==> src/rbtg_pkg.sv <==
// Shared types, constants and the arctangent table for the range and bearing target gate.
// No dependencies; every other file of the block imports this package.
package rbtg_pkg;

  // Default sizes, handed to the top level as parameter defaults.
  localparam int CORDIC_STAGES_DEF = 16;
  localparam int POS_BITS_DEF      = 16;

  // Positions are scaled by 2^GUARD_SHIFT before the rotation steps.
  localparam int GUARD_SHIFT = 24;
  // Number of entries in the arctangent table; more stages than this are not built.
  localparam int ATAN_LEN    = 24;
  // Angle accumulator width, 2^32 units per turn.
  localparam int ANG_W       = 32;

  // Configuration port sizes.
  localparam int CFG_W      = 16;
  localparam int CFG_ADDR_W = 2;

  // Result stream width: 19 payload bits padded to three bytes.
  localparam int OUT_TDATA_W = 24;

  // Register indexes.
  localparam logic [CFG_ADDR_W-1:0] REG_CONF_FLOOR  = 2'd0;
  localparam logic [CFG_ADDR_W-1:0] REG_MAX_RANGE   = 2'd1;
  localparam logic [CFG_ADDR_W-1:0] REG_REF_BEARING = 2'd2;
  localparam logic [CFG_ADDR_W-1:0] REG_MAX_OFFSET  = 2'd3;

  // Register reset values.
  localparam logic [CFG_W-1:0] CONF_FLOOR_RESET  = 16'd0;
  localparam logic [CFG_W-1:0] MAX_RANGE_RESET   = 16'd8000;
  localparam logic [CFG_W-1:0] REF_BEARING_RESET = 16'd0;
  localparam logic [CFG_W-1:0] MAX_OFFSET_RESET  = 16'd32768;
  localparam logic [31:0]      LIM2_RESET        = 32'd64000000;

  // Reject causes.
  localparam logic [1:0] CAUSE_NONE    = 2'd0;
  localparam logic [1:0] CAUSE_CONF    = 2'd1;
  localparam logic [1:0] CAUSE_RANGE   = 2'd2;
  localparam logic [1:0] CAUSE_BEARING = 2'd3;

  // Half a turn in accumulator units, the start angle for the left half plane.
  localparam logic [ANG_W-1:0] ANGLE_HALF_TURN = 32'h8000_0000;

  // atan(2^-i) in units of 2^32 per turn, truncated.
  localparam logic [ANG_W-1:0] ATAN_TAB [ATAN_LEN] = '{
    32'h20000000, 32'h12E4051E, 32'h09FB385B, 32'h051111D4,
    32'h028B0D43, 32'h0145D7E1, 32'h00A2F61E, 32'h00517C55,
    32'h0028BE53, 32'h00145F2E, 32'h000A2F98, 32'h000517CC,
    32'h00028BE6, 32'h000145F3, 32'h0000A2F9, 32'h0000517C,
    32'h000028BE, 32'h0000145F, 32'h00000A2F, 32'h00000517,
    32'h0000028B, 32'h00000145, 32'h000000A2, 32'h00000051
  };

  // Gate flags that travel alongside the rotation pipeline.
  typedef struct packed {
    logic conf_low;
    logic far;
    logic origin;
  } gate_flags_t;

  // One finished verdict.
  typedef struct packed {
    logic        accepted;
    logic [1:0]  reject_cause;
    logic [15:0] bearing_offset;
  } verdict_t;

endpackage

==> src/rbtg_prep.sv <==
// Front end of the gate: half-plane fold, squared distance and the confidence and range tests.
// Depends on rbtg_pkg. Three register stages, all held while en is low.
module rbtg_prep #(
  parameter int POS_BITS = rbtg_pkg::POS_BITS_DEF,
  parameter int W        = rbtg_pkg::POS_BITS_DEF + rbtg_pkg::GUARD_SHIFT + 3
) (
  input  logic                             clk,
  input  logic                             rst_n,
  input  logic                             en,
  input  logic                             valid_i,
  input  logic [15:0]                      conf_i,
  input  logic signed [POS_BITS-1:0]       px_i,
  input  logic signed [POS_BITS-1:0]       py_i,
  input  logic signed [POS_BITS-1:0]       pz_i,
  input  logic [15:0]                      conf_floor_i,
  input  logic [31:0]                      lim2_i,
  output logic                             valid_o,
  output rbtg_pkg::gate_flags_t            flags_o,
  output logic signed [W-1:0]              x_o,
  output logic signed [W-1:0]              y_o,
  output logic [rbtg_pkg::ANG_W-1:0]       acc_o
);
  import rbtg_pkg::*;

  localparam int SQ_W = 2 * POS_BITS;
  localparam int DW   = 2 * POS_BITS + 2;
  localparam int CW   = (DW > 32) ? DW : 32;

  logic                   vld1_r, vld2_r, vld3_r;
  logic signed [W-1:0]    px_w, py_w;
  logic [POS_BITS-1:0]    ax, ay, az;
  logic signed [W-1:0]    x1_nxt, y1_nxt;
  logic [ANG_W-1:0]       acc1_nxt;
  logic signed [W-1:0]    x1_r, y1_r, x2_r, y2_r, x3_r, y3_r;
  logic [ANG_W-1:0]       acc1_r, acc2_r, acc3_r;
  logic                   org1_r, org2_r;
  logic [15:0]            conf1_r, conf2_r;
  logic [SQ_W-1:0]        sqx1_r, sqy1_r, sqz1_r;
  logic [DW-1:0]          dist2_nxt, dist2_r;
  gate_flags_t            flags3_nxt, flags3_r;

  // Scale the position and fold the left half plane onto the right one.
  always_comb begin
    px_w = {{(W-POS_BITS-GUARD_SHIFT){px_i[POS_BITS-1]}}, px_i, {GUARD_SHIFT{1'b0}}};
    py_w = {{(W-POS_BITS-GUARD_SHIFT){py_i[POS_BITS-1]}}, py_i, {GUARD_SHIFT{1'b0}}};
    if (px_i[POS_BITS-1]) begin
      x1_nxt   = -px_w;
      y1_nxt   = -py_w;
      acc1_nxt = ANGLE_HALF_TURN;
    end else begin
      x1_nxt   = px_w;
      y1_nxt   = py_w;
      acc1_nxt = '0;
    end
    ax = px_i[POS_BITS-1] ? (~px_i + POS_BITS'(1)) : px_i;
    ay = py_i[POS_BITS-1] ? (~py_i + POS_BITS'(1)) : py_i;
    az = pz_i[POS_BITS-1] ? (~pz_i + POS_BITS'(1)) : pz_i;
  end

  // Sum of squares and the two threshold tests.
  always_comb begin
    dist2_nxt           = DW'(sqx1_r) + DW'(sqy1_r) + DW'(sqz1_r);
    flags3_nxt.conf_low = (conf2_r < conf_floor_i);
    flags3_nxt.far      = (CW'(dist2_r) > CW'(lim2_i));
    flags3_nxt.origin   = org2_r;
  end

  // Valid bits of the three stages.
  always_ff @(posedge clk) begin
    if (!rst_n) begin
      vld1_r <= 1'b0;
      vld2_r <= 1'b0;
      vld3_r <= 1'b0;
    end else if (en) begin
      vld1_r <= valid_i;
      vld2_r <= vld1_r;
      vld3_r <= vld2_r;
    end
  end

  // Payload of the three stages.
  always_ff @(posedge clk) begin
    if (en) begin
      x1_r     <= x1_nxt;
      y1_r     <= y1_nxt;
      acc1_r   <= acc1_nxt;
      org1_r   <= (px_i == '0) && (py_i == '0);
      conf1_r  <= conf_i;
      sqx1_r   <= SQ_W'(ax) * SQ_W'(ax);
      sqy1_r   <= SQ_W'(ay) * SQ_W'(ay);
      sqz1_r   <= SQ_W'(az) * SQ_W'(az);
      x2_r     <= x1_r;
      y2_r     <= y1_r;
      acc2_r   <= acc1_r;
      org2_r   <= org1_r;
      conf2_r  <= conf1_r;
      dist2_r  <= dist2_nxt;
      x3_r     <= x2_r;
      y3_r     <= y2_r;
      acc3_r   <= acc2_r;
      flags3_r <= flags3_nxt;
    end
  end

  assign valid_o = vld3_r;
  assign flags_o = flags3_r;
  assign x_o     = x3_r;
  assign y_o     = y3_r;
  assign acc_o   = acc3_r;

endmodule

==> config.mk <==
export PLATFORM = sky130hd
export DESIGN_NAME = rbtg_prep
export DESIGN_NICKNAME = d
export VERILOG_FILES = /design/src/rbtg_pkg.sv /design/src/rbtg_prep.sv
export SDC_FILE = /design/constraint.sdc
export NUM_CORES = 2
export LEC_CHECK = 0
export BUFFER_PORTS_ARGS = -buffer_cell sky130_fd_sc_hd__buf_2
export CORE_MARGIN = 10
export CORE_UTILIZATION = 55
export CTS_CLUSTER_DIAMETER = 120
export DETAILED_ROUTE_END_ITERATION = 7
export HOLD_SLACK_MARGIN = 0.06
export PLACE_DENSITY = 0.74
export SLEW_MARGIN = 0
export SYNTH_ARGS = -nofsm -noshare
export SYNTH_HDL_FRONTEND = slang
export SYNTH_SLANG_ARGS = --single-unit
==> constraint.sdc <==
create_clock -name clk -period 12.75 [get_ports clk]
set_clock_uncertainty 0.15 [all_clocks]
set_input_delay 1.275 -clock clk [delete_from_list [all_inputs] [get_ports clk]]
set_output_delay 1.275 -clock clk [all_outputs]
set_load 0.005 [all_outputs]
==> impl_summary.md <==
STA
The final count of negative-setup-slack endpoints is 0. The final hold violation count came to 0. Setup repair after global routing left no endpoint under its margin. The final critical path takes up about four fifths of the cycle.

The final max-slew violation count is 0. The worst slew margin relative to its limit is approximately 17%. The maximum clock rate is 99.38 MHz. Setup total negative slack on the finished layout was measured at 0 ps.

The final critical-path required period is approximately 10000 ps. The slew at the pin closest to its max-slew limit is 1237 ps. The worst-case setup margin in the final layout is approximately 2700 ps.

CTS
The maximum number of buffers from clock root to sink is 3. The H-tree depth is 2. After clock tree synthesis, the flow added hold-fix buffers numbering 0.

Post-CTS timing repair inserted 0 buffers for setup. The number of cells upsized or downsized after cts is 0. Clock-pin slew was measured on the worst setup and hold paths at 60 ps. The number of clock buffers added by TritonCTS is 34.

The clock sink count is approximately 280. The CTS tree is built. Clock tree synthesis selected as its root buffer the cell sky130_fd_sc_hd__clkbuf_16. The clock reaches the later pin of the worst-skew pair after approximately 550 ps.

Worst setup path
The largest driver fanout on the critical path is 13. The critical path's slowest cell is sky130_fd_sc_hd__or4b_4. The type of element capturing the critical path is a flip-flop.

The most used cell along the critical path is sky130_fd_sc_hd__inv_1. The signal arrival time at the worst endpoint is 10210 ps. The worst setup path is launched from an input port. The startpoint-to-endpoint class of the critical path is in -> reg.

The worst flop-to-flop path endpoint is dist2_r[27]. The family of cells with the greatest summed delay on the critical path is adder cells. The slack of the worst reg-to-reg path is between 8000 and 9000 ps.

The reg-to-reg startpoint is sqx1_r[3]. Counting both buffers and inverters, the worst setup path holds a total of 10. The largest single stage delay on the critical path is 540 ps. The required time at the worst-slack endpoint is 12900 ps. The cell depth of the worst flop-to-flop path is 13.

Logic synthesis
The synthesized design contains 282 register bits. After Yosys synthesis, XOR and XNOR cells account for under 10% of the synthesized area. The complex-gate fraction of the synthesized area is between 7 and 8%.

The synthesized design contains 279 enable-type register cells. The largest total area in the synthesized netlist belongs to sky130_fd_sc_hd__fa_1. The sequential share of the synthesized area is between 20% and 30%. The post-synthesis mux area share is less than 1%. The simple-gate share of the synthesized area is between 8 and 9%. The Yosys step of the flow raised 0 warnings. By area the synthesized netlist is led by sky130_fd_sc_hd__fa_1, sky130_fd_sc_hd__edfxtp_1, sky130_fd_sc_hd__ha_1. Counting distinct cell types in the post-synthesis netlist gives between 70 and 80. The fraction of registers with async set or reset after synthesis is 0%. The cell count after synthesis is 3373.

The portion of synthesized cell area occupied by the leading cell type is a little under a third. The largest family of logic cells by synthesized area is adder cells. The adder and majority cell fraction of the synthesized area is roughly 44%. The mean area per synthesized cell is 10.24 um2. The most used flip-flop cell after synthesis is sky130_fd_sc_hd__edfxtp_1.

The post-synth design cell area is ~0.035 mm2.

Floorplan
In this run the vertical extent of the chip is between 200 and 300 um. The standard-cell row count is roughly 90. The die is around 270 um wide.

The effective utilization at floorplan is between 50% and 60%. The core region area is slightly above 0.06 mm2. The die covers roughly 0.073 mm2.

~240 I/O pins were placed.

Global routing
The initial antenna violation count is 1. The number of global-route vias before repair was around 24000. The overall global routing resource usage is 20.80%. The first global-routing pass estimated approximately 120000 um of wire.

The total overflow left after global routing is 0. Entering global routing, the biggest net connects 88 pins.

Cells and area
The number of fillers in the final layout is 5170. The post-layout utilization of the core is 60.30%. The layout net count is between 4000 and 5000. The filler-free cell count of the finished design is roughly 4400.

The fraction of layout instances using a drive strength above 1 is 7.471%. The area growth from synthesis to final layout is 8.101%.

Route
The number of violations reported at the end of detailed-routing iteration 0 is about 1500. In this run the remaining antenna-violating nets after routing total 0. For this run, design rule violations remaining after detail routing come to 0. The routed length per instance is ~17 um. The final route contains 23030 vias.

The detail-routed via count per cell is 5.204. The total wire length after detailed routing is ~74000 um. The first detailed-routing pass ran for 5 iterations.

Place
The HPWL after detailed placement is about 62000 um. At the end of routability-driven placement, the weighted congestion stood at ~0.94. The count of buffers from port buffering is between 150 and 200.

The total instance count after detailed placement is 4362. The setup slack at placement is around 2300 ps.

Worst hold path
The worst hold-check path type is reg -> reg. The cell depth of the worst hold path is 0. The end of the worst hold path is x_o[30]. The startpoint of the tightest hold check path is x2_r[30].

Outcome
The run finished with clean final reports.

Flow run
The number of maximum-capacitance violations is 0.
final cells by class:
cell class,count,area [um2],share of cell area (%)
well taps,837,1047,2.804
flip-flops and latches,282,8438,22.59
multi-input cells,2241,22630,60.58
diodes,2,5.005,0.01340
inverters,811,3044,8.150
clock inverters,26,282.8,0.7571
clock buffers,36,858.3,2.298
repair buffers,191,1049,2.807
metal layers:
metal | part of all wire [%] | track usage, % | vias to the layer above
met5 | 0 | 0 | -
met4 | 3.0 | 6.527 | 0
met3 | 6.3 | 3.537 | 143
met2 | 50 | 35.94 | 682
met1 | 41 | 26.32 | 11370
li1 | - | - | 10830
how the worst max path moves through the flow:
| stage | endpoint | cells past startpoint | startpoint |
|---|---|---|---|
| 4_1_cts | sqy1_r[31] | 31 | py_i[0] |
| 2_1_floorplan | sqy1_r[30] | 32 | py_i[0] |
| 3_5_place_dp | sqy1_r[31] | 31 | py_i[0] |
| 6_report | sqy1_r[31] | 31 | py_i[0] |
| 5_1_grt | sqy1_r[31] | 31 | py_i[0] |
| 3_3_place_gp | sqy1_r[31] | 31 | py_i[0] |
metrics by stage:
step                instance area, um2  hold slack [ps]
finish                           37350            265.0
global route                     37350            261.3
CTS                              37340            260.1
detailed placement               36200            254.5
global placement                 36200            250.1
floorplan                        34900            250.3
cell usage after synthesis (49+ instances only):
library cell,number
sky130_fd_sc_hd__inv_1,795
sky130_fd_sc_hd__o21ai_0,59
sky130_fd_sc_hd__clkbuf_1,49
sky130_fd_sc_hd__nor2_1,229
sky130_fd_sc_hd__ha_1,367
sky130_fd_sc_hd__fa_1,527
sky130_fd_sc_hd__a21o_1,84
sky130_fd_sc_hd__xor2_1,55
sky130_fd_sc_hd__edfxtp_1,279
sky130_fd_sc_hd__buf_4,79
sky130_fd_sc_hd__xnor2_1,127
sky130_fd_sc_hd__a21oi_1,115
sky130_fd_sc_hd__nand2_1,274
registers in the layout, indices dropped and copies added, names as in the netlist, 3 cells and up:
register,count
dist2_r,34
sqz1_r,31
sqx1_r,30
sqy1_r,30
x1_r,19
x2_r,19
x_o,19
y1_r,19
y2_r,19
y_o,19
conf1_r,16
conf2_r,16
flags_o,3
placed cells by master (no fill, tap or decap), types with 7 or more instances in the layout:
cell,count
sky130_fd_sc_hd__nand2b_1,19
sky130_fd_sc_hd__buf_2,157
sky130_fd_sc_hd__clkbuf_16,34
sky130_fd_sc_hd__o21ai_0,59
sky130_fd_sc_hd__nor3_1,22
sky130_fd_sc_hd__conb_1,94
sky130_fd_sc_hd__and3_1,11
sky130_fd_sc_hd__or2_2,8
sky130_fd_sc_hd__nand3_1,31
sky130_fd_sc_hd__inv_1,795
sky130_fd_sc_hd__xor2_1,55
sky130_fd_sc_hd__xnor2_1,126
sky130_fd_sc_hd__or3_1,10
sky130_fd_sc_hd__nand2_1,274
sky130_fd_sc_hd__a21oi_1,115
sky130_fd_sc_hd__o211ai_1,7
sky130_fd_sc_hd__o21a_1,15
sky130_fd_sc_hd__nand4_1,15
sky130_fd_sc_hd__a211oi_1,9
sky130_fd_sc_hd__a31oi_1,8
sky130_fd_sc_hd__fa_1,527
sky130_fd_sc_hd__ha_1,367
sky130_fd_sc_hd__clkinv_1,17
sky130_fd_sc_hd__nor2_1,229
sky130_fd_sc_hd__and2_1,25
sky130_fd_sc_hd__clkinvlp_4,7
sky130_fd_sc_hd__o21bai_1,18
sky130_fd_sc_hd__buf_4,33
sky130_fd_sc_hd__a21o_1,84
sky130_fd_sc_hd__nor2b_1,24
sky130_fd_sc_hd__edfxtp_1,279
sky130_fd_sc_hd__o31ai_1,7
logic make-up after synthesis:
logic type / Yosys count
flops: 282
simple gates: 690
other cells: 2
mux: 5
compound gates: 376
buf+inv: 942
fa+ha+maj: 894
xor+xnor: 182
Power is left out: the tool's default activity adds up to more than one toggle a clock period on the data nets, which glitch-free logic cannot reach.
