$ cat config.mk
export PLATFORM = sky130hd
export DESIGN_NAME = rbtg_verdict
export DESIGN_NICKNAME = d
export VERILOG_FILES = /design/src/rbtg_pkg.sv /design/src/rbtg_verdict.sv
export SDC_FILE = /design/constraint.sdc
export NUM_CORES = 1
export LEC_CHECK = 0
export BUFFER_PORTS_ARGS = -buffer_cell sky130_fd_sc_hd__buf_2
export CAP_MARGIN = 20
export CORE_MARGIN = 2
export CORE_UTILIZATION = 30
export CTS_BUF_LIST = sky130_fd_sc_hd__clkbuf_4 sky130_fd_sc_hd__clkbuf_8 sky130_fd_sc_hd__clkbuf_16
export CTS_CLUSTER_DIAMETER = 40
export CTS_CLUSTER_SIZE = 28
export DETAILED_ROUTE_END_ITERATION = 8
export GPL_TIMING_DRIVEN = 0
export HOLD_SLACK_MARGIN = 0.15
export PLACE_DENSITY = 0.49
export SETUP_SLACK_MARGIN = 0.3
export SLEW_MARGIN = 30
export SYNTH_ARGS = -nofsm -noshare
export SYNTH_HDL_FRONTEND = slang
export SYNTH_SLANG_ARGS = --single-unit
$ cat constraint.sdc
create_clock -name clk -period 5.66 [get_ports clk]
set_input_delay 0.283 -clock clk [delete_from_list [all_inputs] [get_ports clk]]
set_output_delay 0.283 -clock clk [all_outputs]
set_load 0.005 [all_outputs]
$ cat src/rbtg_pkg.sv
// Shared types, constants and the arctangent table for the range and bearing target gate.
// No dependencies; every other file of the block imports this package.
package rbtg_pkg;

  // Default sizes, handed to the top level as parameter defaults.
  localparam int CORDIC_STAGES_DEF = 16;
  localparam int POS_BITS_DEF      = 16;

  // Positions are scaled by 2^GUARD_SHIFT before the rotation steps.
  localparam int GUARD_SHIFT = 24;
  // Number of entries in the arctangent table; more stages than this are not built.
  localparam int ATAN_LEN    = 24;
  // Angle accumulator width, 2^32 units per turn.
  localparam int ANG_W       = 32;

  // Configuration port sizes.
  localparam int CFG_W      = 16;
  localparam int CFG_ADDR_W = 2;

  // Result stream width: 19 payload bits padded to three bytes.
  localparam int OUT_TDATA_W = 24;

  // Register indexes.
  localparam logic [CFG_ADDR_W-1:0] REG_CONF_FLOOR  = 2'd0;
  localparam logic [CFG_ADDR_W-1:0] REG_MAX_RANGE   = 2'd1;
  localparam logic [CFG_ADDR_W-1:0] REG_REF_BEARING = 2'd2;
  localparam logic [CFG_ADDR_W-1:0] REG_MAX_OFFSET  = 2'd3;

  // Register reset values.
  localparam logic [CFG_W-1:0] CONF_FLOOR_RESET  = 16'd0;
  localparam logic [CFG_W-1:0] MAX_RANGE_RESET   = 16'd8000;
  localparam logic [CFG_W-1:0] REF_BEARING_RESET = 16'd0;
  localparam logic [CFG_W-1:0] MAX_OFFSET_RESET  = 16'd32768;
  localparam logic [31:0]      LIM2_RESET        = 32'd64000000;

  // Reject causes.
  localparam logic [1:0] CAUSE_NONE    = 2'd0;
  localparam logic [1:0] CAUSE_CONF    = 2'd1;
  localparam logic [1:0] CAUSE_RANGE   = 2'd2;
  localparam logic [1:0] CAUSE_BEARING = 2'd3;

  // Half a turn in accumulator units, the start angle for the left half plane.
  localparam logic [ANG_W-1:0] ANGLE_HALF_TURN = 32'h8000_0000;

  // atan(2^-i) in units of 2^32 per turn, truncated.
  localparam logic [ANG_W-1:0] ATAN_TAB [ATAN_LEN] = '{
    32'h20000000, 32'h12E4051E, 32'h09FB385B, 32'h051111D4,
    32'h028B0D43, 32'h0145D7E1, 32'h00A2F61E, 32'h00517C55,
    32'h0028BE53, 32'h00145F2E, 32'h000A2F98, 32'h000517CC,
    32'h00028BE6, 32'h000145F3, 32'h0000A2F9, 32'h0000517C,
    32'h000028BE, 32'h0000145F, 32'h00000A2F, 32'h00000517,
    32'h0000028B, 32'h00000145, 32'h000000A2, 32'h00000051
  };

  // Gate flags that travel alongside the rotation pipeline.
  typedef struct packed {
    logic conf_low;
    logic far;
    logic origin;
  } gate_flags_t;

  // One finished verdict.
  typedef struct packed {
    logic        accepted;
    logic [1:0]  reject_cause;
    logic [15:0] bearing_offset;
  } verdict_t;

endpackage

$ cat src/rbtg_verdict.sv
// Bearing rounding, wrapped offset from the reference, and the final reject decision.
// Depends on rbtg_pkg. One register stage; the decision itself feeds the output buffer.
module rbtg_verdict (
  input  logic                        clk,
  input  logic                        rst_n,
  input  logic                        en,
  input  logic                        valid_i,
  input  rbtg_pkg::gate_flags_t       flags_i,
  input  logic [rbtg_pkg::ANG_W-1:0]  acc_i,
  input  logic [15:0]                 ref_bearing_i,
  input  logic [15:0]                 max_offset_i,
  output logic                        valid_o,
  output rbtg_pkg::verdict_t          result_o
);
  import rbtg_pkg::*;

  logic [15:0] bearing, diff, offset_nxt, offset_r;
  logic        vld_r;
  gate_flags_t flags_r;
  logic [1:0]  cause;

  // Round the angle to 16 bits and take the absolute wrapped difference.
  always_comb begin
    bearing    = flags_i.origin ? 16'd0 : (acc_i[ANG_W-1:ANG_W-16] + 16'(acc_i[ANG_W-17]));
    diff       = bearing - ref_bearing_i;
    offset_nxt = diff[15] ? (~diff + 16'd1) : diff;
  end

  always_ff @(posedge clk) begin
    if (!rst_n) begin
      vld_r <= 1'b0;
    end else if (en) begin
      vld_r <= valid_i;
    end
  end

  always_ff @(posedge clk) begin
    if (en) begin
      flags_r  <= flags_i;
      offset_r <= offset_nxt;
    end
  end

  // Confidence first, then range, then bearing.
  always_comb begin
    if (flags_r.conf_low) begin
      cause = CAUSE_CONF;
    end else if (flags_r.far) begin
      cause = CAUSE_RANGE;
    end else if (offset_r > max_offset_i) begin
      cause = CAUSE_BEARING;
    end else begin
      cause = CAUSE_NONE;
    end
    result_o.accepted       = (cause == CAUSE_NONE);
    result_o.reject_cause   = cause;
    result_o.bearing_offset = offset_r;
  end

  assign valid_o = vld_r;

endmodule

==> results.tsv, run 1 <==
stage	metric	value	unit
hold_path	min_path_type	in2reg	
drt	wl_per_cell	10.8	um
logic_synthesis	ys_types	49	
sta	hold_slack	0.211	ns
critical_path	crit_fanout	10	
logic_synthesis	syn-num-nets	418	
placed_design	place_hpwl	4710	um
critical_path	r2r-start	valid_o	
logic_synthesis	ys.flop_type	edfxtp_1	
power_and_ir_drop	clockPowerShare	0.147	
clocking	ctsResizeCount	0	
cells_and_area	final_cells	496	
cells_and_area	multi_input_area	1820	sq um
floorplanning	num_rows	33	
clocking	root_buffer	clkbuf_8	
global_routing	overflow	0	
hold_path	hold_start	flags_i[2]	
clocking	cts_buffer_depth	2	
power_and_ir_drop	swShare	0.352	
drt	drtPass1Iterations	4	
critical_path	worstPathArrival	3.60	ns
power_and_ir_drop	p_comb_frac	0.512	
power_and_ir_drop	leakagePower	0.00146	uW
logic_synthesis	synth_top_area_share	0.211	
global_routing	use_met1	0.162	
global_routing	antenna_found_initial	0	
cells_and_area	final_cell_area	3120	sq um
floorplanning	fp.coreArea	8260	sq um
global_routing	grt_max_degree	20	
floorplanning	die_area	9290	sq um
placed_design	postPlaceCellArea	3070	sq um
cells_and_area	fin_nets	498	
hold_path	min_to	flags_r[2]	
power_and_ir_drop	p_sw	223	uW
floorplanning	die_h	96.4	um
floorplanning	ios	91	
critical_path	r2r_cells	2	
clocking	clock_sinks	19	
power_and_ir_drop	ir_worst_vdd	0.0613	mV
critical_path	timing.rr.end	valid_o	
sta	rsz0062_at_grt	no	
job	cap_violations	0	
drt	wirelength	5350	um
power_and_ir_drop	p_seq_frac	0.341	
drt	drt-vias-per-instance	4.64	
sta	setup_violations	0	
power_and_ir_drop	intPower	410	uW
global_routing	grt_use_met2	0.197	
critical_path	critPathKind	in2reg	
logic_synthesis	ys_top_cells_by_area	edfxtp_1, ha_1, xnor2_1	
sta	finClkSkew	0	ns
global_routing	grt_pass1_wl	8970	um
sta	slew_headroom	0.612	
floorplanning	start_util	0.310	
cells_and_area	area_delta_synth_final	21.7	%
floorplanning	fp.dieW	96.4	um
global_routing	use_met3	0.00621	
cells_and_area	final_core_util	0.377	
clocking	cts_made_buffers	3	
global_routing	grt_pass1_vias	2137	
clocking	clock_latency	0.25	ns
logic_synthesis	syn_area_per_cell	8.21	sq um
global_routing	busiest_layer	met2	
status	run_status	completed	
drt	drtIter0Drc	32	
clocking	cts_setup_buffers	0	
logic_synthesis	yosysWarningCount	0	
drt	ant_nets	0	
sta	fin_crit	3.61	ns
sta	worst_slew_pin_slew	0.578	ns
sta	tns	0	ns
logic_synthesis	ys_seq_area_frac	0.219	
critical_path	endpoint_kind	flop	
logic_synthesis	synth-async-reset-ratio	0	
clocking	cts_tree	done	
placed_design	placedCellCount	492	
placed_design	io_buffers	75	
drt	drc	0	
power_and_ir_drop	powerDensity	203	nW/um^2
cells_and_area	diodes	0	
critical_path	required	5.65	ns
clocking	hold_buffers	0	
clocking	clk_pin_slew	0.06	ns
sta	drv_slew	0	
logic_synthesis	ys_seq_elements	19	
logic_synthesis	yosysMostFrequentCell	inv_1	
placed_design	gp_congestion	0.777	
sta	hold_viol	0	
sta	min_period_over_period	0.638	
hold_path	hold_depth	1	
logic_synthesis	synth_edf_count	18	
critical_path	rrSetupSlack	5.08	ns
cells_and_area	nFillCells	887	
critical_path	critPathLaunchType	input pin	
clocking	h-tree-depth	1	
cells_and_area	register_area	561	sq um
logic_synthesis	syn_area	2560	sq um
sta	fmaxAchievable	277	MHz
logic_synthesis	synth_common_cells	inv_1, ha_1, xnor2_1	
logic_synthesis	synthCells	312	
logic_synthesis	synth_area_leader_cell	edfxtp_1	
global_routing	track_usage	0.117	
drt	num_vias	2303	
cells_and_area	drive_gt1_frac	0.238	
[per-layer routing]
layer / share of wire / routed length [um]
met5: 0 / 0
met4: 0.012 / 64
met3: 0.049 / 260
met2: 0.43 / 2270
met1: 0.51 / 2750
[worst max path at each step]
| stage | slack [ns] | endpoint | start | cells past startpoint |
|---|---|---|---|---|
| global placement | 1.79 | offset_r[5] | acc_i[15] | 19 |
| floorplan | 2.43 | offset_r[5] | acc_i[15] | 18 |
| CTS | 2.01 | offset_r[5] | acc_i[15] | 19 |
| finish | 2.05 | offset_r[5] | acc_i[15] | 19 |
| detailed placement | 1.75 | offset_r[5] | acc_i[15] | 19 |
| global route | 1.76 | offset_r[13] | acc_i[15] | 19 |
[per-stage QoR]
| stage | total power (uW) | worst slack (ns) |
|---|---|---|
| floorplan | 443 | 2.43 |
| global placement | 543 | 1.79 |
| global route | 697 | 1.76 |
| detailed placement | 546 | 1.75 |
| CTS | 641 | 2.01 |
| finish | 633 | 2.05 |
[placed cells by master, fill, tap and decap left out, types with 7 or more instances in the layout]
| cell | instances |
|---|---|
| xnor2_1 | 23 |
| a21o_1 | 7 |
| a21oi_1 | 14 |
| buf_2 | 75 |
| nand3_1 | 10 |
| inv_1 | 39 |
| nand2_1 | 20 |
| xor2_1 | 12 |
| o21ai_0 | 14 |
| o21a_1 | 8 |
| edfxtp_1 | 18 |
| nand4_1 | 10 |
| nor2_1 | 22 |
| ha_1 | 34 |
[registers in the layout, indices dropped and copies added, names as in the netlist]
register and cells:
offset_r 16, flags_r 2, valid_o 1
[critical path: stages]
cell	delay [ns]
buf_2	0.09
ha_1	0.16
nand2_1	0.08
nor2_1	0.16
and2_1	0.22
nand2_1	0.08
xor2_1	0.13
nor2_1	0.05
ha_1	0.28
clkbuf_1	0.28
nand2_1	0.08
o21ai_0	0.23
nor3_1	0.09
a21oi_2	0.35
a211oi_1	0.18
xnor2_2	0.40
buf_6	0.20
o31ai_1	0.08
xor2_1	0.15
[power by group through the flow]
stage               sequential (uW)  combinational, uW  clock (uW)
global placement                219                324           0
global route                    220                373         104
detailed placement              220                327           0
CTS                             217                328        96.1
finish                          216                324        93.2
floorplan                       220                224           0
[final cells by class]
| class | count | area share |
|---|---|---|
| multi-input combinational | 248 | 0.585 |
| sequential | 19 | 0.180 |
| timing repair buffer | 75 | 0.120 |
| inverter | 39 | 0.0470 |
| tap | 105 | 0.0422 |
| clock buffer | 4 | 0.0157 |
| buffer | 6 | 0.00963 |
[kinds of logic after synthesis]
| logic type | Yosys count | synth area share |
|---|---|---|
| AND/OR/NAND/NOR | 104 | 0.213 |
| AO/OA/AOI/OAI | 70 | 0.188 |
| buffers and inverters | 45 | 0.0689 |
| XOR/XNOR | 36 | 0.126 |
| adder cells (fa/ha/maj) | 35 | 0.174 |
| flip-flops | 19 | 0.219 |
| multiplexers | 3 | 0.0117 |
Power figures use the tool's default switching activity.
==> run 2: changes to the inputs <==
==> constraint.sdc (replaced) <==
create_clock -name clk -period 3.7 [get_ports clk]
set_input_delay 0.185 -clock clk [delete_from_list [all_inputs] [get_ports clk]]
set_output_delay 0.185 -clock clk [all_outputs]
set_load 0.005 [all_outputs]
==> results.tsv, run 2 (synthesis results as in run 1) <==
stage	metric	value	unit
floorplanning	ios	91	
sta	rsz0062_at_grt	no	
cells_and_area	largest_reg_flops	16	
floorplanning	fp.coreArea	8260	sq um
critical_path	required	3.69	ns
power_and_ir_drop	leakagePower	0.00150	uW
drt	drtPass1Iterations	4	
cells_and_area	final_cell_area	3220	sq um
clocking	cts_buffer_depth	2	
critical_path	cpMaxStageDelayCell	ha_1	
floorplanning	die_h	96.4	um
sta	finClkSkew	0	ns
critical_path	critPathLaunchType	input pin	
power_and_ir_drop	swShare	0.352	
sta	tns	0	ns
sta	fin_crit	3.14	ns
floorplanning	die_area	9290	sq um
sta	setup_violations	0	
power_and_ir_drop	p_seq_frac	0.333	
hold_path	min_path_type	in2reg	
placed_design	postPlaceCellArea	3070	sq um
cells_and_area	final_cell_mix	buf_2, inv_1, ha_1	
cells_and_area	area_delta_synth_final	25.8	%
critical_path	r2r-start	valid_o	
critical_path	critPathLaunch	acc_i[15]	
sta	fmaxAchievable	318	MHz
critical_path	cp_cell_sequence	buf_2 > ha_1 > nand2_1 > nor2_2 > and2_4 > and3_1 > xnor2_1 > nor2_1 > ha_1 > clkbuf_2 > a21oi_1 > o21ai_0 > a211oi_4 > xnor2_2 > buf_4 > buf_6 > o31ai_1 > xor2_1	
placed_design	placedCellCount	492	
clocking	clk_pin_slew	0.06	ns
floorplanning	fp.dieW	96.4	um
power_and_ir_drop	clockPowerShare	0.144	
power_and_ir_drop	p_comb_frac	0.523	
sta	slew_headroom	0.709	
placed_design	place_hpwl	4710	um
global_routing	grt_max_degree	20	
drt	drtIter0Drc	24	
clocking	cts_tree	done	
global_routing	overflow	0	
power_and_ir_drop	powerDensity	307	nW/um^2
drt	ant_nets	0	
sta	worst_slew_pin_slew	0.433	ns
cells_and_area	fin_nets	505	
critical_path	path_common_cell	ha_1	
critical_path	worstPathArrival	3.13	ns
cells_and_area	final_cells	503	
critical_path	crit_fanout	10	
drt	wirelength	5460	um
global_routing	antenna_found_initial	0	
critical_path	max_stage_delay	0.28	ns
drt	wl_per_cell	10.9	um
sta	hold_viol	0	
cells_and_area	layout_commonest_cell	buf_2	
global_routing	grt_pass1_wl	9050	um
placed_design	io_buffers	75	
sta	min_period_over_period	0.849	
placed_design	gp_congestion	0.777	
clocking	cts_made_buffers	3	
cells_and_area	diodes	0	
clocking	clock_latency	0.25	ns
global_routing	grt_pass1_vias	2159	
hold_path	hold_start	valid_i	
sta	drv_slew	0	
power_and_ir_drop	intPower	641	uW
floorplanning	start_util	0.310	
critical_path	critPathKind	in2reg	
cells_and_area	drive_gt1_frac	0.266	
status	run_status	completed	
floorplanning	num_rows	33	
cells_and_area	largest-register	offset_r	
clocking	h-tree-depth	1	
drt	num_vias	2319	
critical_path	endpoint_kind	flop	
power_and_ir_drop	p_sw	349	uW
job	cap_violations	0	
drt	drc	0	
power_and_ir_drop	ir_worst_vdd	0.0951	mV
global_routing	track_usage	0.119	
drt	drt-vias-per-instance	4.61	
clocking	root_buffer	clkbuf_8	
clocking	clock_sinks	19	
run 2: cell count changes in the layout (fill, tap and decap cells not counted), moves of 2 or more:
| cell | before | now |
|---|---|---|
| buf_4 | 0 | 4 |
| dlygate4sd3_1 | 0 | 3 |
| a21boi_0 | 3 | 1 |
| a21boi_1 | 0 | 2 |
| clkbuf_1 | 5 | 3 |
run 2: final cells by class:
cell class	count	area [sq um]
fill	882	5040
multi-input combinational	248	1870
sequential	19	561
timing repair buffer	82	435
inverter	39	146
tap	105	131
clock buffer	4	48.8
buffer	6	32.5
run 2: repair_timing:
| item | 4_1_cts | 5_1_grt |
|---|---|---|
| setup endpoints to repair | 12 | 15 |
| setup buffers | 1 | 3 |
| pin swaps | 1 | 3 |
| hold buffers | 3 | 0 |
| gates resized for setup | 1 | 15 |
| endpoints found under the hold margin | 3 | 0 |
run 2: worst paths after layout:
path	endpoint	cells after the start	slack, ns
worst max-delay path	offset_r[5]	18	0.56
worst min-delay path	valid_o	3	0.20
worst min register to register	valid_o	2	0.51
worst max register to register	valid_o	2	3.12
run 2: through the flow:
step,power [uW],utilization,hold slack [ns],setup WS (ns)
after floorplan,678,-,0.284,0.565
after global routing,1090,0.390,0.215,0.332
after global placement,831,0.372,0.381,-0.0758
final,990,0.390,0.195,0.559
after CTS,989,0.383,0.197,0.295
after detailed placement,836,0.372,0.370,-0.109
run 2: power groups by stage:
stage	Sequential, uW	Clock, uW	Combinational, uW
final	330	143	517
after CTS	332	147	510
after global placement	336	0	495
after floorplan	336	0	342
after detailed placement	336	0	500
after global routing	336	159	594
run 2: critical path: cells and delay by family:
family	cells	cell delay (ns)
compound gates	4	0.80
xor+xnor	3	0.41
fa+ha+maj	2	0.44
buf+inv	4	0.59
simple gates	5	0.68
run 2: layer usage:
metal / up-vias / part of all wire / routed length, um / GRT usage
met4: 0 / 0.012 / 64 / 0.0387
met2: 58 / 0.43 / 2360 / 0.201
li1: 1284 / - / - / -
met3: 4 / 0.049 / 268 / 0.00621
met1: 973 / 0.51 / 2770 / 0.162
met5: - / 0 / 0 / 0
