File: config.mk
export PLATFORM = sky130hd
export DESIGN_NAME = rbtg_outbuf
export DESIGN_NICKNAME = d
export VERILOG_FILES = /design/src/rbtg_pkg.sv /design/src/rbtg_outbuf.sv
export SDC_FILE = /design/constraint.sdc
export NUM_CORES = 1
export LEC_CHECK = 0
export ABC_CLOCK_PERIOD_IN_PS = 3500
export BUFFER_PORTS_ARGS = -buffer_cell sky130_fd_sc_hd__buf_2
export CORE_MARGIN = 2
export CORE_UTILIZATION = 36
export CTS_CLUSTER_SIZE = 12
export DETAILED_ROUTE_END_ITERATION = 7
export PLACE_DENSITY = 0.62
export RECOVER_POWER = 100
export SLEW_MARGIN = 5
export SYNTH_ARGS = -nofsm -noshare
export SYNTH_HDL_FRONTEND = slang
export SYNTH_SLANG_ARGS = --single-unit
File: constraint.sdc
create_clock -name clk -period 3.5 [get_ports clk]
set_clock_uncertainty 0.2 [all_clocks]
set_input_delay 0.525 -clock clk [delete_from_list [all_inputs] [get_ports clk]]
set_output_delay 0.525 -clock clk [all_outputs]
set_load 0.02 [all_outputs]
File: src/rbtg_pkg.sv
// Shared types, constants and the arctangent table for the range and bearing target gate.
// No dependencies; every other file of the block imports this package.
package rbtg_pkg;

  // Default sizes, handed to the top level as parameter defaults.
  localparam int CORDIC_STAGES_DEF = 16;
  localparam int POS_BITS_DEF      = 16;

  // Positions are scaled by 2^GUARD_SHIFT before the rotation steps.
  localparam int GUARD_SHIFT = 24;
  // Number of entries in the arctangent table; more stages than this are not built.
  localparam int ATAN_LEN    = 24;
  // Angle accumulator width, 2^32 units per turn.
  localparam int ANG_W       = 32;

  // Configuration port sizes.
  localparam int CFG_W      = 16;
  localparam int CFG_ADDR_W = 2;

  // Result stream width: 19 payload bits padded to three bytes.
  localparam int OUT_TDATA_W = 24;

  // Register indexes.
  localparam logic [CFG_ADDR_W-1:0] REG_CONF_FLOOR  = 2'd0;
  localparam logic [CFG_ADDR_W-1:0] REG_MAX_RANGE   = 2'd1;
  localparam logic [CFG_ADDR_W-1:0] REG_REF_BEARING = 2'd2;
  localparam logic [CFG_ADDR_W-1:0] REG_MAX_OFFSET  = 2'd3;

  // Register reset values.
  localparam logic [CFG_W-1:0] CONF_FLOOR_RESET  = 16'd0;
  localparam logic [CFG_W-1:0] MAX_RANGE_RESET   = 16'd8000;
  localparam logic [CFG_W-1:0] REF_BEARING_RESET = 16'd0;
  localparam logic [CFG_W-1:0] MAX_OFFSET_RESET  = 16'd32768;
  localparam logic [31:0]      LIM2_RESET        = 32'd64000000;

  // Reject causes.
  localparam logic [1:0] CAUSE_NONE    = 2'd0;
  localparam logic [1:0] CAUSE_CONF    = 2'd1;
  localparam logic [1:0] CAUSE_RANGE   = 2'd2;
  localparam logic [1:0] CAUSE_BEARING = 2'd3;

  // Half a turn in accumulator units, the start angle for the left half plane.
  localparam logic [ANG_W-1:0] ANGLE_HALF_TURN = 32'h8000_0000;

  // atan(2^-i) in units of 2^32 per turn, truncated.
  localparam logic [ANG_W-1:0] ATAN_TAB [ATAN_LEN] = '{
    32'h20000000, 32'h12E4051E, 32'h09FB385B, 32'h051111D4,
    32'h028B0D43, 32'h0145D7E1, 32'h00A2F61E, 32'h00517C55,
    32'h0028BE53, 32'h00145F2E, 32'h000A2F98, 32'h000517CC,
    32'h00028BE6, 32'h000145F3, 32'h0000A2F9, 32'h0000517C,
    32'h000028BE, 32'h0000145F, 32'h00000A2F, 32'h00000517,
    32'h0000028B, 32'h00000145, 32'h000000A2, 32'h00000051
  };

  // Gate flags that travel alongside the rotation pipeline.
  typedef struct packed {
    logic conf_low;
    logic far;
    logic origin;
  } gate_flags_t;

  // One finished verdict.
  typedef struct packed {
    logic        accepted;
    logic [1:0]  reject_cause;
    logic [15:0] bearing_offset;
  } verdict_t;

endpackage

File: src/rbtg_outbuf.sv
// Output register with a one-entry skid buffer for the result stream.
// Depends on rbtg_pkg. Its ready is registered and holds the whole pipeline when low.
module rbtg_outbuf (
  input  logic               clk,
  input  logic               rst_n,
  input  logic               push_valid_i,
  input  rbtg_pkg::verdict_t push_data_i,
  output logic               ready_o,
  output logic               out_valid_o,
  input  logic               out_ready_i,
  output rbtg_pkg::verdict_t out_data_o
);
  import rbtg_pkg::*;

  logic     out_valid_r, skid_valid_r;
  verdict_t out_data_r, skid_data_r;
  logic     push, pop;

  assign push = push_valid_i && !skid_valid_r;
  assign pop  = out_valid_r && out_ready_i;

  // Fill the output register first; park a transaction in the skid entry when it is held.
  always_ff @(posedge clk) begin
    if (!rst_n) begin
      out_valid_r  <= 1'b0;
      skid_valid_r <= 1'b0;
    end else if (skid_valid_r) begin
      if (pop) begin
        skid_valid_r <= 1'b0;
      end
    end else if (push) begin
      if (out_valid_r && !pop) begin
        skid_valid_r <= 1'b1;
      end else begin
        out_valid_r <= 1'b1;
      end
    end else if (pop) begin
      out_valid_r <= 1'b0;
    end
  end

  always_ff @(posedge clk) begin
    if (skid_valid_r) begin
      if (pop) begin
        out_data_r <= skid_data_r;
      end
    end else if (push) begin
      if (out_valid_r && !pop) begin
        skid_data_r <= push_data_i;
      end else begin
        out_data_r <= push_data_i;
      end
    end
  end

  assign ready_o     = !skid_valid_r;
  assign out_valid_o = out_valid_r;
  assign out_data_o  = out_data_r;

endmodule

==> results of run 1 <==
[kinds of logic after synthesis]
logic type	after synthesis
buffers and inverters	6
AND/OR/NAND/NOR	4
flip-flops	40
AO/OA/AOI/OAI	4
multiplexers	20
[through the flow]
step	total power (W)	setup slack, ps	area, µm²	cells	hold WS, ps
finish	0.001035	970.2	1826	176	222.1
global route	0.001077	734.0	1826	176	207.2
CTS	0.001066	1390	1938	176	215.7
detailed placement	0.0007003	1391	1827	168	334.1
global placement	0.0006976	1476	1827	168	320.8
floorplan	0.0006601	1251	1579	74	323.1
[flip-flops by register name, summed over array words and instances (netlist names)]
register	cells
out_data_o	19
skid_data_r	19
out_valid_o	1
skid_valid_r	1
[power by group through the flow]
stage | clock network (W) | registers (W) | logic [W]
global route | 0.000402 | 0.000573 | 0.000102
finish | 0.000370 | 0.000570 | 0.0000946
global placement | 0 | 0.000581 | 0.000117
CTS | 0.000376 | 0.000571 | 0.000119
floorplan | 0 | 0.000604 | 0.0000560
detailed placement | 0 | 0.000581 | 0.000119
[worst min path at each step]
stage                     slack (ps)                   endpoint                      start  cells after the start
after floorplan                  320   out_data_o[10]$_DFFE_PP_  skid_data_r[10]$_DFFE_PP_                      1
after detailed placement         330    out_data_o[6]$_DFFE_PP_   skid_data_r[6]$_DFFE_PP_                      1
after global placement           320   out_valid_o$_SDFFE_PN0P_   out_valid_o$_SDFFE_PN0P_                      2
after global routing             210  skid_data_r[17]$_DFFE_PP_            push_data_i[17]                      1
after CTS                        220  skid_data_r[15]$_DFFE_PP_            push_data_i[15]                      1
final                            220  skid_data_r[15]$_DFFE_PP_            push_data_i[15]                      1
[Yosys cell counts (all sizes together)]
library cell	n	area, µm²
and2b	1	8.760
nand3b	1	7.510
mux2	19	274.0
mux2i	1	10.01
edfxtp	38	1141
nand2	1	3.750
and4	1	8.760
o21ai	1	5.000
dfxtp	2	40.04
buf	3	51.30
a21oi	2	10.01
inv	3	11.26
a211oi	1	7.510
[layer usage]
| metal | routed length (µm) | global-route usage, % |
|---|---|---|
| met1 | 1054 | 10.77 |
| met4 | 14 | 4.487 |
| met5 | 0 | 0 |
| met3 | 130 | 5.483 |
| met2 | 1347 | 18.55 |
[area by class of cell]
type | instances | area, µm²
fillers | 418 | 2469
flip-flops and latches | 40 | 1181
multi-input cells | 28 | 279.0
repair buffers | 45 | 177.7
clock buffers | 5 | 68.82
well taps | 52 | 65.06
clock inverters | 3 | 42.54
inverters | 3 | 11.26
==> impl_metrics.py, run 1 <==
metrics = {
    "floorplan": {
        "io_pins": 44,
        "dieHeight_um": 70.23,
        "dieArea_mm2": 0.004932,
        "core_area_mm2": 0.004294,
        "num_rows": 24,
        "start_util_pct": 36.77,
        "die_x_um": 70.23,
    },
    "sta": {
        "drv_slew": 0,
        "period_needed_ps": 2530,
        "setup_viol_count_final": 0,
        "fin_crit_sh_pct": 72.28,
        "rsz0062_at_grt": "no",
        "fin_tns_setup_ps": 0,
        "timing.fmax_mhz": 395.3,
        "relSlewSlack_pct": 36.52,
        "tightest_slew_ps": 952.2,
        "hold_viol": 0,
    },
    "detailed_routing": {
        "wl_per_cell_um": 14.47,
        "dr_total_vias": 781,
        "drc_errors": 0,
        "firstDrtPassIters": 2,
        "drtAntennaViolNets": 0,
        "dr.first_iter.drc_count": 46,
        "drt_wl_total_um": 2547,
        "drt-vias-per-instance": 4.438,
    },
    "clock_tree": {
        "cts_setup_buffers": 0,
        "clk_pin_slew_ps": 80,
        "cts_inserted_buffers": 5,
        "cts_root_buf": "clkbuf_8",
        "postCtsHoldBufs": 0,
        "ctsLongestPathBuffers": 2,
        "clk_latency_ps": 290,
        "h-tree-depth": 2,
        "ctsResizeCount": 0,
        "cts_tree": "built",
        "cts_sinks": 40,
    },
    "critical_path": {
        "worstSetupStartpointType": "register",
        "path_buf_inv": 1,
        "critPathMaxStageDelay_ps": 750,
        "reg2reg_slack_ps": 970,
        "critPathLaunch": "skid_valid_r$_SDFF_PN0_",
        "cp_top_family": "compound AO/OA/AOI/OAI gates",
        "end_kind": "register",
        "reg2reg_from": "skid_valid_r$_SDFF_PN0_",
        "cp_data_required_time_ps": 3230,
        "crit_fanout": 13,
        "worstSetupEndpoint": "out_data_o[12]$_DFFE_PP_",
        "path_class": "register to register",
        "crit_cells": 3,
        "worstPathCellList": "mux2i_1 > a21oi_1 > clkbuf_1",
        "cpMaxStageDelayCell": "a21oi_1",
        "reg2reg_depth": 3,
        "r2r-end": "out_data_o[12]$_DFFE_PP_",
        "crit_arrival_ps": 2260,
    },
    "power": {
        "p_leak_nw": 0.6058,
        "pwr-share-comb_pct": 9.1,
        "switching_power_w": 0.0002335,
        "intPower_w": 0.0008011,
        "power_frac_clock_pct": 35.8,
        "switching_share_pct": 22.57,
        "p_per_area_mw_per_mm2": 566.7,
        "ir_drop_v": 0.0001679,
        "seq_power_share_pct": 55.1,
    },
    "placed_design": {
        "gp_congestion": 0.6724,
        "io_buffers": 43,
        "dp_hpwl_um": 1854,
    },
    "final_layout": {
        "drive_gt1_share_pct": 16.13,
        "post-route-util_pct": 42.51,
        "antenna_cells": 0,
        "syn_to_final_growth_pct": 15.61,
        "layout.cells.most_common_list": "clkbuf_1 (38), edfxtp_1 (38), mux2_1 (15), buf_2 (7), clkbuf_8 (5)",
        "final_nets": 146,
    },
    "global_route": {
        "grt_overflow": 0,
        "antenna_found_initial": 0,
        "grt_pass1_wl_um": 3891,
        "grt_util_all_layers_pct": 10.73,
        "grt_max_degree": 20,
        "grt_pass1_vias": 827,
    },
    "outcome": {
        "status": "completed",
    },
    "logic_synthesis": {
        "netlist_area_mm2": 0.001579,
        "yosysWarnings": 0,
        "synth_compound_area_share_pct": 1.426,
        "yosysSeqAreaShare_pct": 74.80,
        "synth_fa_ha_area_share_pct": 0,
        "synthXorXnorAreaFrac_pct": 0,
        "synth.net_count": 97,
        "synth_top_family_by_area": "multiplexers",
        "synthCells": 74,
        "synthMuxAreaShare_pct": 17.99,
        "synth.distinct_cells": 15,
        "synthSimpleGateAreaFrac_pct": 1.823,
        "syn_avg_cell_area_um2": 21.34,
        "ys_seq_elements": 40,
    },
    "flow_run": {
        "maxCapViolCount": 0,
    },
    "hold_path": {
        "hold_path.class": "input port to register",
    },
}
(Power assumes the default switching activity.)
==> inputs of run 2 (changes only) <==
Settings changed: ABC_AREA from default to 1, ABC_CLOCK_PERIOD_IN_PS 3500 to 2050, PLACE_DENSITY 0.62 to 0.64.
Clock period 3.5 ns to 2.05 ns, I/O delays scaled along.
==> run 2 against run 1 <==
Register-to-register slack got worse by 610 ps. Synthesized cell count increased by 62%. Sequential power increased by 68%. Die area decreased by 4.4%. Global-route usage increased by 2.1 points. Critical path type is now register to output port. Largest power group unchanged.
==> impl_metrics.py, run 2 <==
metrics = {
    "logic_synthesis": {
        "synth.net_count": 143,
        "synth_top_area_share_pct": 75.81,
        "ys_seq_elements": 40,
        "yosysWarnings": 0,
        "syn_avg_cell_area_um2": 12.54,
        "yosys-top-cells-area": "edfxtp_1 (76%), nand2_1 (16%), dfxtp_1 (2.7%)",
        "synth_flop_cell": "edfxtp_1",
        "yosysSeqAreaShare_pct": 78.47,
        "synth_edf_count": 38,
        "yosysTopAreaCell": "edfxtp_1",
        "synth_most_common_cell": "nand2_1",
        "async_flop_share_pct": 0,
        "netlist_area_mm2": 0.001505,
        "synth.distinct_cells": 13,
        "synthCells": 120,
        "synthTopCellsByCount": "nand2_1 (63), edfxtp_1 (38), inv_1 (6)",
    },
    "sta": {
        "setup_viol_count_final": 0,
        "rsz0062_at_grt": "no",
        "period_needed_ps": 1736,
        "timing.fmax_mhz": 576.1,
        "drv_slew": 0,
        "fin_tns_setup_ps": 0,
        "fin_ws_ps": 314.2,
        "hold_viol": 0,
        "fin_crit_sh_pct": 84.68,
        "relSlewSlack_pct": 67.77,
        "tightest_slew_ps": 483.4,
    },
    "clock_tree": {
        "ctsLongestPathBuffers": 2,
        "clk_latency_ps": 290,
        "clk_pin_slew_ps": 70,
        "cts_root_buf": "clkbuf_8",
        "cts_tree": "built",
        "cts_setup_buffers": 0,
        "cts_sinks": 40,
        "h-tree-depth": 2,
        "cts_inserted_buffers": 5,
    },
    "placed_design": {
        "gp_congestion": 0.7314,
        "dp.cells": 213,
        "placed_area_mm2": 0.001788,
        "io_buffers": 43,
        "place_ws_ps": 473.3,
        "dp_hpwl_um": 1967,
    },
    "power": {
        "p_leak_nw": 0.7417,
        "p_per_area_mw_per_mm2": 866.4,
        "ir_drop_v": 0.0003817,
    },
    "final_layout": {
        "layout.cells.most_common_list": "nand2_1 (63), clkbuf_1 (38), edfxtp_1 (38), inv_1 (7)",
        "final_design_area_no_fill_mm2": 0.001861,
        "syn_to_final_growth_pct": 23.61,
        "layout_commonest_cell": "nand2_1",
        "drive_gt1_share_pct": 9.659,
        "post-route-util_pct": 46.51,
        "antenna_cells": 0,
        "layoutNonFillerInstCount": 226,
        "final_nets": 198,
    },
    "critical_path": {
        "path_class": "register to output port",
        "critPathLaunch": "skid_valid_r$_SDFF_PN0_",
        "end_kind": "output port",
        "crit_fanout": 20,
        "cp_data_required_time_ps": 1540,
        "crit_arrival_ps": 1230,
        "worstSetupStartpointType": "register",
        "reg2reg_from": "out_valid_o$_SDFFE_PN0P_",
    },
    "detailed_routing": {
        "firstDrtPassIters": 4,
        "wl_per_cell_um": 12.23,
        "drc_errors": 0,
        "dr_total_vias": 975,
        "drt_wl_total_um": 2765,
        "dr.first_iter.drc_count": 29,
        "drt-vias-per-instance": 4.314,
        "drtAntennaViolNets": 0,
    },
    "global_route": {
        "grt_max_degree": 21,
        "antenna_found_initial": 0,
        "grt_overflow": 0,
        "grt_pass1_wl_um": 4236,
        "grt_pass1_vias": 957,
        "grt_util_all_layers_pct": 12.84,
    },
    "floorplan": {
        "die_x_um": 68.66,
        "num_rows": 23,
        "dieArea_mm2": 0.004714,
        "dieHeight_um": 68.66,
        "core_area_mm2": 0.004000,
        "start_util_pct": 37.63,
        "io_pins": 44,
    },
    "hold_path": {
        "hold_path.class": "input port to register",
        "min-delay-start": "rst_n",
    },
    "flow_run": {
        "maxCapViolCount": 0,
    },
    "outcome": {
        "status": "completed",
    },
}
## run 2: path summary, 6_finish.rpt
check | end | cells after the start | slack, ps
worst max-delay path | ready_o | 3 | 310
worst min-delay path | out_valid_o$_SDFFE_PN0P_ | 3 | 20
worst max register to register | skid_data_r[0]$_DFFE_PP_ | 5 | 360
worst min register to register | out_data_o[15]$_DFFE_PP_ | 2 | 320
## run 2: metrics by stage
| stage | total power [W] | hold slack (ps) |
|---|---|---|
| after floorplan | 0.001076 | 205.1 |
| after global placement | 0.001144 | 301.3 |
| after detailed placement | 0.001151 | 304.1 |
| after CTS | 0.001636 | 2.390 |
| after global routing | 0.001683 | 29.16 |
| final | 0.001612 | 18.73 |
## run 2: area by class of cell
type | instances | area [µm²]
repair buffers | 52 | 242.7
fillers | 372 | 2140
clock inverters | 3 | 13.76
multi-input cells | 69 | 265.3
flip-flops and latches | 40 | 1181
well taps | 50 | 62.56
inverters | 7 | 26.28
clock buffers | 5 | 68.82
## run 2: logic make-up (layout without fill, tap and decap cells)
kind of cell	Yosys count	count (layout)	synth area share, %
AND/OR/NAND/NOR	67	67	16.96
flip-flops	40	40	78.47
buffers and inverters	11	67	3.657
AO/OA/AOI/OAI	2	2	0.9142
## run 2: timing repair
item	CTS	global route
gates resized for setup	0	0
endpoints found under the hold margin	2	3
hold buffers	2	3
## run 2: critical path, cell delays in order (launching register included)
cell      delay, ps
dfxtp_1         360
inv_1            90
buf_4           230
clkbuf_1        260
## run 2: routing by layer
metal | GRT usage, % | share of wire (%) | vias to the layer above
li1 | - | - | 502
met1 | 12.67 | 39 | 448
met2 | 23.80 | 54 | 21
met3 | 4.383 | 4.8 | 4
met4 | 6.000 | 1.8 | 0
met5 | 0 | 0 | -
## run 2: power by group
part / internal [W] / switching [W] / total (W)
registers: 0.000948 / 0.0000122 / 0.000960
clock network: 0.000231 / 0.000260 / 0.000490
logic: 0.0000477 / 0.000114 / 0.000161
==> inputs of run 3 (changes only) <==
Settings changed: ABC_CLOCK_PERIOD_IN_PS 2050 to 1700, PLACE_DENSITY 0.64 to 0.62.
Clock period 2.05 ns to 1.7 ns, I/O delays scaled along.
==> run 3 against run 2 <==
Final area rose by 10%. Cell count grew 7.1%. Critical path depth unchanged. Wire length grew 3.5%. Setup slack got worse by 230 ps. Clock-buffer cell count unchanged. Die area unchanged. Clock power is 55% higher. Utilization rose by 4.7 points. Non-clock buffer count increased by 16. Highest routed layer unchanged.
==> impl_metrics.py, run 3 (same netlist as run 2, synthesis figures left out) <==
metrics = {
    "outcome": {
        "status": "completed",
    },
    "sta": {
        "rsz0062_at_grt": "no",
        "drv_slew": 0,
        "period_needed_ps": 1619,
        "fin_ws_ps": 80.90,
        "timing.fmax_mhz": 617.6,
        "setup_viol_count_final": 0,
        "hold_viol": 0,
        "relSlewSlack_pct": 82.11,
        "tightest_slew_ps": 268.3,
        "fin_crit_sh_pct": 95.24,
    },
    "final_layout": {
        "drive_gt1_share_pct": 10.42,
        "layout_commonest_cell": "nand2_1",
        "seq_area_mm2": 0.001181,
        "antenna_cells": 0,
        "layout.cells.most_common_list": "nand2_1 (63), clkbuf_1 (38), edfxtp_1 (38), dlygate4sd3_1 (20), inv_1 (6)",
        "post-route-util_pct": 51.24,
        "final_nets": 214,
        "syn_to_final_growth_pct": 36.16,
        "fillers": 375,
        "multi_input_area_um2": 265.3,
    },
    "critical_path": {
        "reg2reg_slack_ps": 160,
        "worstPathCellList": "inv_2 > buf_4 > clkbuf_2",
        "path_buf_inv": 3,
        "end_kind": "output port",
        "cpMaxStageDelayCell": "dfxtp_1",
        "worstSetupStartpointType": "register",
        "cp_data_required_time_ps": 1240,
        "path_class": "register to output port",
        "cp_top_family": "buffers and inverters",
        "critPathMaxStageDelay_ps": 370,
        "crit_fanout": 20,
        "crit_arrival_ps": 1160,
    },
    "floorplan": {
        "io_pins": 44,
        "dieArea_mm2": 0.004714,
        "num_rows": 23,
        "dieHeight_um": 68.66,
        "start_util_pct": 37.63,
        "core_area_mm2": 0.004000,
        "die_x_um": 68.66,
    },
    "global_route": {
        "gr-usage-met1_pct": 13.38,
        "grt_pass1_vias": 1011,
        "use_met3_pct": 4.545,
        "grt_pass1_wl_um": 4409,
        "grt_max_degree": 21,
        "grt_util_all_layers_pct": 13.56,
        "grt_overflow": 0,
        "antenna_found_initial": 0,
        "grt_busiest_layer": "met2",
        "use_met2_pct": 24.64,
    },
    "clock_tree": {
        "ctsLongestPathBuffers": 2,
        "clk_pin_slew_ps": 70,
        "clk_latency_ps": 290,
        "cts_tree": "built",
        "cts_sinks": 40,
        "h-tree-depth": 2,
        "cts_inserted_buffers": 5,
        "cts_root_buf": "clkbuf_8",
        "ctsResizeCount": 0,
    },
    "detailed_routing": {
        "drt-vias-per-instance": 4.326,
        "dr_total_vias": 1047,
        "wl_per_cell_um": 11.83,
        "firstDrtPassIters": 4,
        "drtAntennaViolNets": 0,
        "dr.first_iter.drc_count": 15,
        "drt_wl_total_um": 2862,
        "drc_errors": 0,
    },
    "power": {
        "ir_drop_v": 0.0005795,
        "p_leak_nw": 0.8178,
        "p_per_area_mw_per_mm2": 1044,
    },
    "placed_design": {
        "place_ws_ps": 204.9,
        "dp_hpwl_um": 1993,
        "gp_congestion": 0.7060,
        "io_buffers": 43,
    },
    "hold_path": {
        "hold_path.class": "input port to register",
    },
    "flow_run": {
        "maxCapViolCount": 0,
    },
}
-- run 3: timing repair --
item | CTS | global route
hold endpoints to repair | 21 | 0
buffers inserted | 0 | 0
hold buffers | 20 | 0
-- run 3: worst reg2reg max path, delay by kind of cell (launching register included) --
family	cells	cell delay, ps
and+or+nand+nor	1	110
buffers and inverters	1	320
AOI/OAI and AO/OA	1	160
DFF	1	430
-- run 3: layer usage --
metal  up-vias  part of all wire, %
met1       485                   38
met2        23                   56
met3         5                  4.4
met4         0                  1.5
met5         -                    0
li1        534                    -
-- run 3: through the flow --
stage / TNS (ps) / hold slack, ps / instance area [µm²] / std cells / total power [W]
after floorplan: -2337 / 152.6 / 1509 / 120 / 0.001297
after global placement: 0 / 251.1 / 1821 / 214 / 0.001389
after detailed placement: 0 / 249.9 / 1821 / 214 / 0.001397
after CTS: 0 / 68.73 / 2132 / 242 / 0.002188
after global routing: 0 / 92.19 / 2049 / 242 / 0.002224
final: 0 / 83.37 / 2049 / 242 / 0.002140
-- run 3: power breakdown --
part / internal [W] / total [W] / leakage (nW) / switching (W)
combinational: 0.0000818 / 0.000223 / 0.391 / 0.000142
sequential: 0.00114 / 0.00116 / 0.373 / 0.0000141
clock: 0.000434 / 0.000761 / 0.0541 / 0.000327
total: 0.00166 / 0.00214 / 0.818 / 0.000482
-- run 3: path summary, 6_finish.rpt --
check	start	end	depth (start not counted)
hold / removal	out_ready_i	skid_valid_r$_SDFF_PN0_	4
setup reg to reg	skid_valid_r$_SDFF_PN0_	out_data_o[1]$_DFFE_PP_	3
setup / recovery	skid_valid_r$_SDFF_PN0_	ready_o	3
hold reg to reg	skid_data_r[7]$_DFFE_PP_	out_data_o[7]$_DFFE_PP_	2
-- run 3: final cells by class --
cell class,count,area share (%)
Sequential cell,40,57.63
Tap cell,50,3.052
Clock buffer,5,3.358
Timing Repair Buffer,68,19.66
Clock inverter,3,2.076
Inverter,7,1.282
Multi-Input combinational cell,69,12.94
